### src/rtl/core/rpip_pkg.sv
// Shared types and constants for the radix-prefixed integer parser.
// Used by every module of the block but rpip_checker; depends on nothing else.
`default_nettype none

package rpip_pkg;

	localparam int VALUE_BITS_DEF = 64;
	localparam int RADIX_BITS_DEF = 32;
	localparam int OUT_BITS       = 64;
	localparam int DIGIT_BITS     = 6;

	localparam int RADIX_BIN = 2;
	localparam int RADIX_OCT = 8;
	localparam int RADIX_DEC = 10;
	localparam int RADIX_HEX = 16;

	localparam logic [7:0] CH_NUL   = 8'h00;
	localparam logic [7:0] CH_TAB   = 8'h09;
	localparam logic [7:0] CH_SPACE = 8'h20;
	localparam logic [7:0] CH_HASH  = 8'h23;
	localparam logic [7:0] CH_MINUS = 8'h2D;
	localparam logic [7:0] CH_DIG0  = 8'h30;
	localparam logic [7:0] CH_DIG9  = 8'h39;
	localparam logic [7:0] CH_UA    = 8'h41;
	localparam logic [7:0] CH_UB    = 8'h42;
	localparam logic [7:0] CH_UX    = 8'h58;
	localparam logic [7:0] CH_UZ    = 8'h5A;
	localparam logic [7:0] CH_LA    = 8'h61;
	localparam logic [7:0] CH_LB    = 8'h62;
	localparam logic [7:0] CH_LX    = 8'h78;
	localparam logic [7:0] CH_LZ    = 8'h7A;

	localparam logic [DIGIT_BITS-1:0] LETTER_BASE = 6'd10;

	typedef enum logic [2:0] {
		PH_START,
		PH_SIGN,
		PH_ZERO,
		PH_BASE,
		PH_DIGITS,
		PH_DONE
	} phase_t;

	typedef struct packed {
		logic                  is_blank;
		logic                  is_minus;
		logic                  is_hash;
		logic                  is_zero;
		logic                  is_x;
		logic                  is_b;
		logic                  is_nul;
		logic                  is_dec;
		logic                  is_alnum;
		logic [DIGIT_BITS-1:0] digit;
	} char_class_t;

endpackage

`default_nettype wire

### src/rtl/core/rpip_decode.sv
// Character classifier: flags the characters the parser reacts to and
// gives the digit value of 0-9, a-z and A-Z. Depends on rpip_pkg.
`default_nettype none

module rpip_decode import rpip_pkg::*; (
	input  wire logic [7:0]  ch,
	output char_class_t      cls
);

	logic is_dec, is_lower, is_upper;

	always_comb begin
		is_dec   = (ch >= CH_DIG0) && (ch <= CH_DIG9);
		is_lower = (ch >= CH_LA) && (ch <= CH_LZ);
		is_upper = (ch >= CH_UA) && (ch <= CH_UZ);

		cls.is_blank = (ch == CH_SPACE) || (ch == CH_TAB);
		cls.is_minus = (ch == CH_MINUS);
		cls.is_hash  = (ch == CH_HASH);
		cls.is_zero  = (ch == CH_DIG0);
		cls.is_x     = (ch == CH_LX) || (ch == CH_UX);
		cls.is_b     = (ch == CH_LB) || (ch == CH_UB);
		cls.is_nul   = (ch == CH_NUL);
		cls.is_dec   = is_dec;
		cls.is_alnum = is_dec || is_lower || is_upper;

		if (is_dec) begin
			cls.digit = DIGIT_BITS'(ch - CH_DIG0);
		end else if (is_lower) begin
			cls.digit = DIGIT_BITS'(ch - CH_LA) + LETTER_BASE;
		end else if (is_upper) begin
			cls.digit = DIGIT_BITS'(ch - CH_UA) + LETTER_BASE;
		end else begin
			cls.digit = '0;
		end
	end

endmodule

`default_nettype wire

### src/rtl/core/rpip_mac.sv
// Multiply-accumulate acc * mul + add, wrapped to VALUE_BITS. The product
// is split into two half-width partial products. Depends on rpip_pkg.
`default_nettype none

module rpip_mac import rpip_pkg::*; #(
	parameter int VALUE_BITS = VALUE_BITS_DEF,
	parameter int RADIX_BITS = RADIX_BITS_DEF
) (
	input  wire logic [VALUE_BITS-1:0] acc,
	input  wire logic [RADIX_BITS-1:0] mul,
	input  wire logic [DIGIT_BITS-1:0] add,
	output logic      [VALUE_BITS-1:0] sum
);

	localparam int LO_BITS = (VALUE_BITS + 1) / 2;
	localparam int HI_BITS = VALUE_BITS - LO_BITS;

	logic [VALUE_BITS-1:0] a_lo, m_lo, p_lo;
	logic [HI_BITS-1:0]    m_hi, p_hi;

	always_comb begin
		// only the low bits of the upper partial product survive the wrap
		a_lo = VALUE_BITS'(acc[LO_BITS-1:0]);
		m_lo = VALUE_BITS'(mul);
		m_hi = HI_BITS'(mul);
		p_lo = a_lo * m_lo;
		p_hi = acc[VALUE_BITS-1:LO_BITS] * m_hi;
		sum  = p_lo + {p_hi, {LO_BITS{1'b0}}} + VALUE_BITS'(add);
	end

endmodule

`default_nettype wire

### src/rtl/core/rpip_step.sv
// Next-state logic of the parser for one character: phase, sign, radix
// and accumulator. Depends on rpip_pkg and rpip_mac.
`default_nettype none

module rpip_step import rpip_pkg::*; #(
	parameter int VALUE_BITS = VALUE_BITS_DEF,
	parameter int RADIX_BITS = RADIX_BITS_DEF
) (
	input  wire phase_t                phase,
	input  wire logic                  negate,
	input  wire logic [RADIX_BITS-1:0] radix,
	input  wire logic [VALUE_BITS-1:0] accum,
	input  wire char_class_t           cls,
	output phase_t                     phase_nxt,
	output logic                       negate_nxt,
	output logic      [RADIX_BITS-1:0] radix_nxt,
	output logic      [VALUE_BITS-1:0] accum_nxt
);

	logic [RADIX_BITS-1:0] mul;
	logic [VALUE_BITS-1:0] mac_sum;
	logic                  take, digit_ok;

	// base digits fold in decimal; the digit after a bare zero is octal
	always_comb begin
		case (phase)
			PH_BASE: mul = RADIX_BITS'(RADIX_DEC);
			PH_ZERO: mul = RADIX_BITS'(RADIX_OCT);
			default: mul = radix;
		endcase
	end

	rpip_mac #(
		.VALUE_BITS(VALUE_BITS),
		.RADIX_BITS(RADIX_BITS)
	) u_mac (
		.acc(accum),
		.mul(mul),
		.add(cls.digit),
		.sum(mac_sum)
	);

	assign digit_ok = cls.is_alnum && (RADIX_BITS'(cls.digit) < mul);

	always_comb begin
		phase_nxt  = phase;
		negate_nxt = negate;
		radix_nxt  = radix;
		accum_nxt  = accum;
		take       = 1'b0;

		case (phase)
			PH_START, PH_SIGN: begin
				if (cls.is_blank && phase == PH_START) begin
					phase_nxt = PH_START;
				end else if (cls.is_minus) begin
					negate_nxt = ~negate;
					phase_nxt  = PH_SIGN;
				end else if (cls.is_zero) begin
					phase_nxt = PH_ZERO;
				end else if (cls.is_hash) begin
					phase_nxt = PH_BASE;
				end else begin
					take = 1'b1;
				end
			end
			PH_ZERO: begin
				if (cls.is_x) begin
					radix_nxt = RADIX_BITS'(RADIX_HEX);
					phase_nxt = PH_DIGITS;
				end else if (cls.is_b) begin
					radix_nxt = RADIX_BITS'(RADIX_BIN);
					phase_nxt = PH_DIGITS;
				end else begin
					radix_nxt = RADIX_BITS'(RADIX_OCT);
					take      = 1'b1;
				end
			end
			PH_BASE: begin
				if (cls.is_dec) begin
					accum_nxt = mac_sum;
				end else begin
					// drop the terminating character; a NUL ends the string
					radix_nxt = RADIX_BITS'(accum);
					accum_nxt = '0;
					phase_nxt = cls.is_nul ? PH_DONE : PH_DIGITS;
				end
			end
			PH_DIGITS: take = 1'b1;
			default:   phase_nxt = PH_DONE;
		endcase

		if (take) begin
			if (digit_ok) begin
				accum_nxt = mac_sum;
				phase_nxt = PH_DIGITS;
			end else begin
				phase_nxt = PH_DONE;
			end
		end
	end

endmodule

`default_nettype wire

### src/rtl/core/radix_prefixed_integer_parser.sv
// Radix-prefixed integer parser, top level. Uses rpip_pkg, rpip_decode
// and rpip_step; holds the input register, parser state and result register.
`default_nettype none

// One character is taken per clock cycle while in_ready is high, and
// characters may follow each other in consecutive cycles without gaps. A
// character passes through an input register, is folded into the running
// value by one multiply-add (the rpip_mac unit) and lands in the parser
// state; the result of a last-marked item is registered onto out_valid and
// value. in_ready drops only while a result waits on the output and another
// last-marked character sits in the input register. The value is wrapped
// to VALUE_BITS and sign-extended to the 64-bit port. After each result
// the parser returns to its start state; no clearing pass is needed.
module radix_prefixed_integer_parser import rpip_pkg::*; #(
	parameter int VALUE_BITS = VALUE_BITS_DEF,
	parameter int RADIX_BITS = RADIX_BITS_DEF
) (
	input  wire logic                clk,
	input  wire logic                arst_n,
	input  wire logic                in_valid,
	output logic                     in_ready,
	input  wire logic [7:0]          ch,
	input  wire logic                last,
	output logic                     out_valid,
	input  wire logic                out_ready,
	output logic signed [OUT_BITS-1:0] value
);

	logic                  valid_s1;
	logic [7:0]            ch_s1;
	logic                  last_s1;
	logic                  advance;

	phase_t                phase_q, phase_nxt;
	logic                  negate_q, negate_nxt;
	logic [RADIX_BITS-1:0] radix_q, radix_nxt;
	logic [VALUE_BITS-1:0] accum_q, accum_nxt;
	logic [VALUE_BITS-1:0] final_val;

	logic                  out_valid_q;
	logic [OUT_BITS-1:0]   value_q;

	char_class_t           cls;

	// a non-final character never waits on the output side
	assign advance  = valid_s1 && (!last_s1 || !out_valid_q || out_ready);
	assign in_ready = !valid_s1 || advance;

	rpip_decode u_decode (
		.ch(ch_s1),
		.cls(cls)
	);

	rpip_step #(
		.VALUE_BITS(VALUE_BITS),
		.RADIX_BITS(RADIX_BITS)
	) u_step (
		.phase(phase_q),
		.negate(negate_q),
		.radix(radix_q),
		.accum(accum_q),
		.cls(cls),
		.phase_nxt(phase_nxt),
		.negate_nxt(negate_nxt),
		.radix_nxt(radix_nxt),
		.accum_nxt(accum_nxt)
	);

	assign final_val = negate_nxt ? (VALUE_BITS'(0) - accum_nxt) : accum_nxt;

	always_ff @(posedge clk or negedge arst_n) begin
		if (!arst_n) begin
			valid_s1    <= 1'b0;
			phase_q     <= PH_START;
			negate_q    <= 1'b0;
			radix_q     <= RADIX_BITS'(RADIX_DEC);
			accum_q     <= '0;
			out_valid_q <= 1'b0;
		end else begin
			if (in_ready) begin
				valid_s1 <= in_valid;
			end
			if (advance) begin
				if (last_s1) begin
					phase_q  <= PH_START;
					negate_q <= 1'b0;
					radix_q  <= RADIX_BITS'(RADIX_DEC);
					accum_q  <= '0;
				end else begin
					phase_q  <= phase_nxt;
					negate_q <= negate_nxt;
					radix_q  <= radix_nxt;
					accum_q  <= accum_nxt;
				end
			end
			if (advance && last_s1) begin
				out_valid_q <= 1'b1;
			end else if (out_ready) begin
				out_valid_q <= 1'b0;
			end
		end
	end

	always_ff @(posedge clk) begin
		if (in_valid && in_ready) begin
			ch_s1   <= ch;
			last_s1 <= last;
		end
		if (advance && last_s1) begin
			value_q <= OUT_BITS'($signed(final_val));
		end
	end

	assign out_valid = out_valid_q;
	assign value     = $signed(value_q);

endmodule

`default_nettype wire

### config.mk
export PLATFORM = sky130hd
export DESIGN_NAME = radix_prefixed_integer_parser
export DESIGN_NICKNAME = d
export VERILOG_FILES = /design/src/rtl/core/rpip_pkg.sv /design/src/rtl/core/rpip_decode.sv /design/src/rtl/core/rpip_mac.sv /design/src/rtl/core/rpip_step.sv /design/src/rtl/core/radix_prefixed_integer_parser.sv
export SDC_FILE = /design/constraint.sdc
export NUM_CORES = 2
export LEC_CHECK = 0
export ABC_AREA = 1
export BUFFER_PORTS_ARGS = -buffer_cell sky130_fd_sc_hd__buf_4
export CORE_MARGIN = 3
export CORE_UTILIZATION = 50
export DETAILED_ROUTE_END_ITERATION = 16
export PLACE_DENSITY_LB_ADDON = 0.15
export SETUP_SLACK_MARGIN = 0.1
export SYNTH_ARGS = -nofsm -noshare
export SYNTH_HDL_FRONTEND = slang
export SYNTH_SLANG_ARGS = --single-unit
### constraint.sdc
create_clock -name clk -period 20.1 [get_ports clk]
set_input_delay 3.015 -clock clk [delete_from_list [all_inputs] [get_ports clk]]
set_output_delay 3.015 -clock clk [all_outputs]
set_load 0.01 [all_outputs]
# After elaboration in Yosys (flattened, before gate mapping)
# Cells that the tools add are included.
word_totals:
  register_bits: 175
  output_inout_bits: 66
op_classes:
  add_sub_neg: 8
  mul: 2
  n_lt_le_gt_ge: 7
  eq_ne: 18
  muxes: 40
  bitwise: 1
  n_reduce_logical: 26
ops:
  columns: ["op", "count"]
  rows:
  - ["64-bit two-way mux", 6]
  - ["32-bit one-hot mux with 2 select lines", 2]
  - ["32-bit two-way mux", 3]
  - ["64-bit by 6-bit adder with 64-bit output", 1]
  - ["64-bit adder", 1]
  - ["32-bit by 32-bit multiplier with 64-bit output", 1]
  - ["1-bit by 64-bit subtractor with 64-bit output, first input constant", 1]
  - ["8-bit by 6-bit == test with 1-bit output, second input constant", 4]
  - ["8-bit by 7-bit == test with 1-bit output, second input constant", 4]
  - ["6-bit by 32-bit < comparator with 1-bit output", 1]
  - ["32-bit by 32-bit multiplier with 32-bit output", 1]
  - ["3-bit two-way mux", 9]
  - ["6-bit two-way mux", 3]
  - ["8-bit by 7-bit >= comparator with 1-bit output, second input constant", 2]
  - ["8-bit by 7-bit less-or-equal comparator with 1-bit output, second input constant", 2]
  - ["1-bit two-way mux", 14]
  - ["6-bit by 4-bit adder with 6-bit output, second input constant", 2]
  - ["3-bit one-hot mux with 4 select lines", 1]
  - ["6-bit subtractor, second input constant", 2]
  - ["8-bit by 4-bit == test with 1-bit output, second input constant", 1]
  - ["8-bit by 6-bit >= comparator with 1-bit output, second input constant", 1]
  - ["8-bit by 6-bit less-or-equal comparator with 1-bit output, second input constant", 1]
  - ["1-bit logical AND", 8]
  - ["8-bit zero test", 1]
  - ["other kinds (20)", 30]

# Depth between registers and ports, before layout
depth:
  word_depth: 12
  mapped_depth: 62

# Modules after synthesis
# From an unflattened synthesis, not the netlist that was laid out.
hier_totals:
  cells_unflattened: 8307
  hier_area_um2: 63518.4
modules_own_cells:
  columns: ["module", "instances", "cells_each", "area_each_um2", "seq_area_each_um2"]
  rows:
  - ["rpip_mac", 1, 6581, 51411.8, 0.0]
  - ["radix_prefixed_integer_parser", 1, 858, 8166.6, 4747.1]
  - ["rpip_step", 1, 761, 3353.2, 0.0]
  - ["rpip_decode", 1, 107, 586.8, 0.0]

# Least setup slack after synthesis
# No wires, ideal clock.
synth_timing:
  kind: "reg-to-reg"
  startpoint: "reg phase_q[1]"
  endpoint: "reg value_q[62] (netlist: value[62]), data pin"
  setup_time_ns: 0.253
  t_arrival_ns: 10.629
  required_ns: 19.847
  slack_ns: 9.218
  path_stages_with_launch: 58
  n_path_buf: 3
  cell_sequence: "dfrtp_1 > inv_2 > nor2_2 > buf_4 > nor2_1 > clkbuf_1 > clkinv_1 > buf_1 > nor2_1 > fa_1 > inv_1 > fa_1 > fa_1 > inv_1 > fa_1 > ha_1 > ha_1 > inv_1 > [... 22 more ...] > nand2_1 > o2111ai_1 > a21oi_1 > nand3b_1 > nand3_1 > nand2_1 > nand3_1 > nand2_1 > nor2_1 > nand2_1 > nor2_1 > nand2_1 > nor2_1 > nand2_1 > nand2_1 > nand2_1 > nand2_1 > nand2_1"
synth_via:
  elab_chain_cells: 11
  word_cells_on_any_way: 24
  cone_classes: "add/sub: 3; mul: 2; order compare: 1; eq/ne: 4; mux: 10; reduce/logical: 4"
synth_lines:
  columns: ["element", "line_no", "source"]
  rows:
  - ["start, declared", "radix_prefixed_integer_parser.sv:34", "phase_t phase_q, phase_nxt;"]
  - ["start signal, assigned", "radix_prefixed_integer_parser.sv:90", "phase_q <= phase_nxt;"]
  - ["3-bit by 2-bit == test with 1-bit output", "rpip_step.sv:26, rpip_step.sv:52", null]
  - ["32-bit one-hot mux with 2 select lines", "rpip_step.sv:26", "case (phase)"]
  - ["32-bit by 32-bit multiplier with 64-bit output / 32-bit by 32-bit multiplier with 32-bit output (equally long branches)", "rpip_mac.sv:26, rpip_mac.sv:27", null]
  - ["64-bit adder", "rpip_mac.sv:28", "sum = p_lo + {p_hi, {LO_BITS{1'b0}}} + VALUE_BITS'(add);"]
  - ["64-bit by 6-bit adder with 64-bit output", "rpip_mac.sv:28", null]
  - ["64-bit two-way mux", "rpip_step.sv:80", "if (cls.is_dec) begin"]
  - ["64-bit two-way mux", "rpip_step.sv:52", "case (phase)"]
  - ["64-bit two-way mux", "rpip_step.sv:94", "if (digit_ok) begin"]
  - ["64-bit two-way mux", "rpip_step.sv:93", "if (take) begin"]
  - ["1-bit by 64-bit subtractor with 64-bit output", "radix_prefixed_integer_parser.sv:69", "assign final_val = negate_nxt ? (VALUE_BITS'(0) - accum_nxt) : accum_nxt;"]
  - ["64-bit two-way mux (*)", "radix_prefixed_integer_parser.sv:69", null]
  - ["named net final_val[62]", "radix_prefixed_integer_parser.sv:38", "logic [VALUE_BITS-1:0] final_val;"]
  - ["end signal, assigned", "radix_prefixed_integer_parser.sv:110", "value_q <= OUT_BITS'($signed(final_val));"]
  - ["end, declared", "radix_prefixed_integer_parser.sv:41", "logic [OUT_BITS-1:0] value_q;"]
# The timed path passes the listed nets; every way through them passes the cells marked *.
# A chain may end at the register's enable or synchronous reset.

# Worst setup path after layout
layout_timing:
  startpoint: "reg phase_q[2]"
  endpoint: "reg value_q[62] (netlist: value[62]), data pin"
# The elaborated chain is that of the path after synthesis.

==> out/qor.yml <==
status: "complete, no violations"
grt_usage_pct: 38.3
nFillCells: 11247
path_delay_family: "adder cells"
finalPower_mw: 1.26
period_share_pct: 64.5
tightestPinTransition_ns: 1.12
tritoncts: "yes"
hold_buffers: 0
fin_crit_ns: 12.96
fmax_mhz: 77.2
ys_types: 56
postSynthAreaPerCell_sq_um: 8.09
crit_fanout: 17
ir_worst_vdd_v: 0.0000707
powerDensity_nw_per_um2: 20.3
setup.worst_path.end_class: "register"
skew_ns: 0.0195
synthArstFlopShare_pct: 58.3
swShare_pct: 45.5
numCtsBuffers: 17
synth-seq-cells: 175
power_frac_seq_pct: 31.7
final_common_cell: "inv_1"
syn_inst: 7342
drc: 0
firstDrtPassIters: 7
core_sq_um: 117000
antenna_found_initial: 6
grt_pass1_vias: 52444
die_w_um: 351
fp.dieH_um: 351
hold_viol: 0
io_pins: 79
setup_viol: 0
crit_buf_inv: 8
post_cts_buffers: 0
clock_power_share_pct: 29.4
p_leak_nw: 30.4
die_area_sq_um: 123000
area_delta_synth_final_pct: 4.57
final_nets: 8982
internal_power_mw: 0.687
synth_flop_cell: "dfrtp_1"
ys_seq_area_share_pct: 7.99
clk_latency_ns: 0.51
power.switching_mw: 0.573
critical_path_class: "register to register"
synth_nets: 9104
num_rows: 125
max_stage_delay_ns: 0.64
ctsResizeCount: 0
cts_buffer_depth: 2
cts_htree_levels: 4
cts.sink_count: 175
clkSlewWorstSetupHoldPaths_ns: 0.09
worstPathRequired_ns: 20.35
drive_above_1_share_pct: 4.65
crit_path_frequent_cell: "nand2_1"
cts_root_buf: "clkbuf_16"
initial_core_util_pct: 50.8
cp.arrival_ns: 13.21
port_buffers: 78
most-common-layout-cells: "inv_1, nand2_1, fa_1, nor2_1, ha_1"
comb_power_share_pct: 38.9
final.setup.tns_ns: 0
setup.worst_path.start_class: "register"
synth_edf_count: 73
place.detailed.hpwl_um: 177000
drtIter0Drc: 5243
ys_warn_count: 0
grt-ovfl-total: 0
ant_nets: 0
routed_via_density: 5.68
grt_max_degree: 69
rsz0062_at_grt: "no"
hold_path.class: "register to register"
avgRoutedWirePerCell_um: 26.1
vias: 49748
cp_slowest_cell: "nand2_1"
cap_viol_max_count: 0
place_congestion: 1.07
grt_pass1_wl_um: 341000
syn_area_sq_um: 59400
slew_headroom_pct: 25.2
drt-total-wl_um: 228000
slew_viol_final: 0
[worst reg2reg max path: cells and delay by family, from the launching register on]
family,cells,cell delay [ns]
fa+ha+maj,14,5.70
compound gates,12,2.88
simple gates,19,2.76
buf+inv,8,0.71
flops,1,0.48
xor+xnor,1,0.17
[per-layer routing]
metal | vias up | GRT usage, % | routed length [um]
met3 | 582 | 10.2 | 27100
li1 | 21007 | - | -
met5 | - | 0.863 | 159
met4 | 6 | 18.3 | 13900
met1 | 25319 | 52.9 | 91100
met2 | 2834 | 56.1 | 96000
[cell type report]
cell class              instances  area, sq um  area share (%)
flip-flops and latches        175         4750            7.64
well taps                    1524         1910            3.07
multi-input cells            5051        46700            75.2
diodes                          2         5.00         0.00806
clock buffers                  17          425           0.685
clock inverters                15          171           0.276
inverters                    1779         6690            10.8
repair buffers                196         1470            2.37
[final timing paths]
path	slack (ns)	startpoint	end	cells past startpoint
min in group asynchronous	2.58	arst_n	negate_q	1
hold reg to reg	0.49	radix_q[13]	radix_q[13]	2
setup reg to reg	7.14	phase_q[2]	value[62]	54
setup / recovery	7.14	phase_q[2]	value[62]	54
hold / removal	0.49	radix_q[13]	radix_q[13]	2
max in group asynchronous	16.12	arst_n	accum_q[24]	2
[per-stage QoR]
| stage | setup slack [ns] | std cells | hold slack [ns] | area, sq um | utilization (%) |
|---|---|---|---|---|---|
| after global routing | 6.50 | 8757 | 0.532 | 62100 | 53.1 |
| after floorplan | 9.22 | 7342 | 0.453 | 59400 | - |
| after CTS | 7.37 | 8757 | 0.495 | 62100 | 53.1 |
| after global placement | 7.57 | 8725 | 0.472 | 61500 | 52.6 |
| final | 7.14 | 8759 | 0.494 | 62100 | 53.1 |
| after detailed placement | 7.41 | 8725 | 0.474 | 61500 | 52.6 |
[Yosys cell counts (all sizes together) (3+ instances only)]
cell	number	area share [%]
a21boi	9	0.11
xnor2	57	0.84
ha	408	8.6
nand3	174	1.5
a21oi	125	1.1
nand4	31	0.33
clkinv	21	0.13
o21a	7	0.088
o311ai	3	0.044
buf	65	0.59
fa	1341	45
nand2	1707	11
dfrtp	100	4.2
clkbuf	272	1.7
nand3b	9	0.11
nor3	27	0.24
o211ai	8	0.10
nor4	4	0.042
o22ai	54	0.57
a31oi	7	0.074
and2	4	0.042
a21o	5	0.063
inv	1758	11
a211oi	3	0.038
edfxtp	73	3.7
xor2	122	1.8
o21ai	157	1.3
o21bai	14	0.18
nor2	765	5.0
[logic make-up (layout without fill, tap and decap cells)]
kind of cell | count (synthesis) | after routing | share of synthesized area, %
and+or+nand+nor | 2724 | 2724 | 18.2
adders and majority gates | 1749 | 1749 | 53.8
DFF | 175 | 175 | 7.99
other | 0 | 2 | 0
AOI/OAI and AO/OA | 399 | 399 | 3.79
xor gates and xnor gates | 179 | 179 | 2.64
buffers and inverters | 2116 | 2007 | 13.6
[state kept, by name, summed over array words and instances, names as in the netlist]
signal and cells:
accum_q 64, radix_q 32, valid_s1 1, ch_s1 8, negate_q 1, value 64
last_s1 1, out_valid 1, phase_q 3
[power groups by stage]
stage | Clock [mW] | Combinational (mW) | Sequential [mW]
2_1_floorplan | 0 | 0.285 | 0.406
3_3_place_gp | 0 | 0.474 | 0.406
3_5_place_dp | 0 | 0.474 | 0.406
4_1_cts | 0.372 | 0.477 | 0.399
5_1_grt | 0.384 | 0.515 | 0.401
6_report | 0.370 | 0.490 | 0.400
Note: power is estimated with default switching activity, not from simulation.
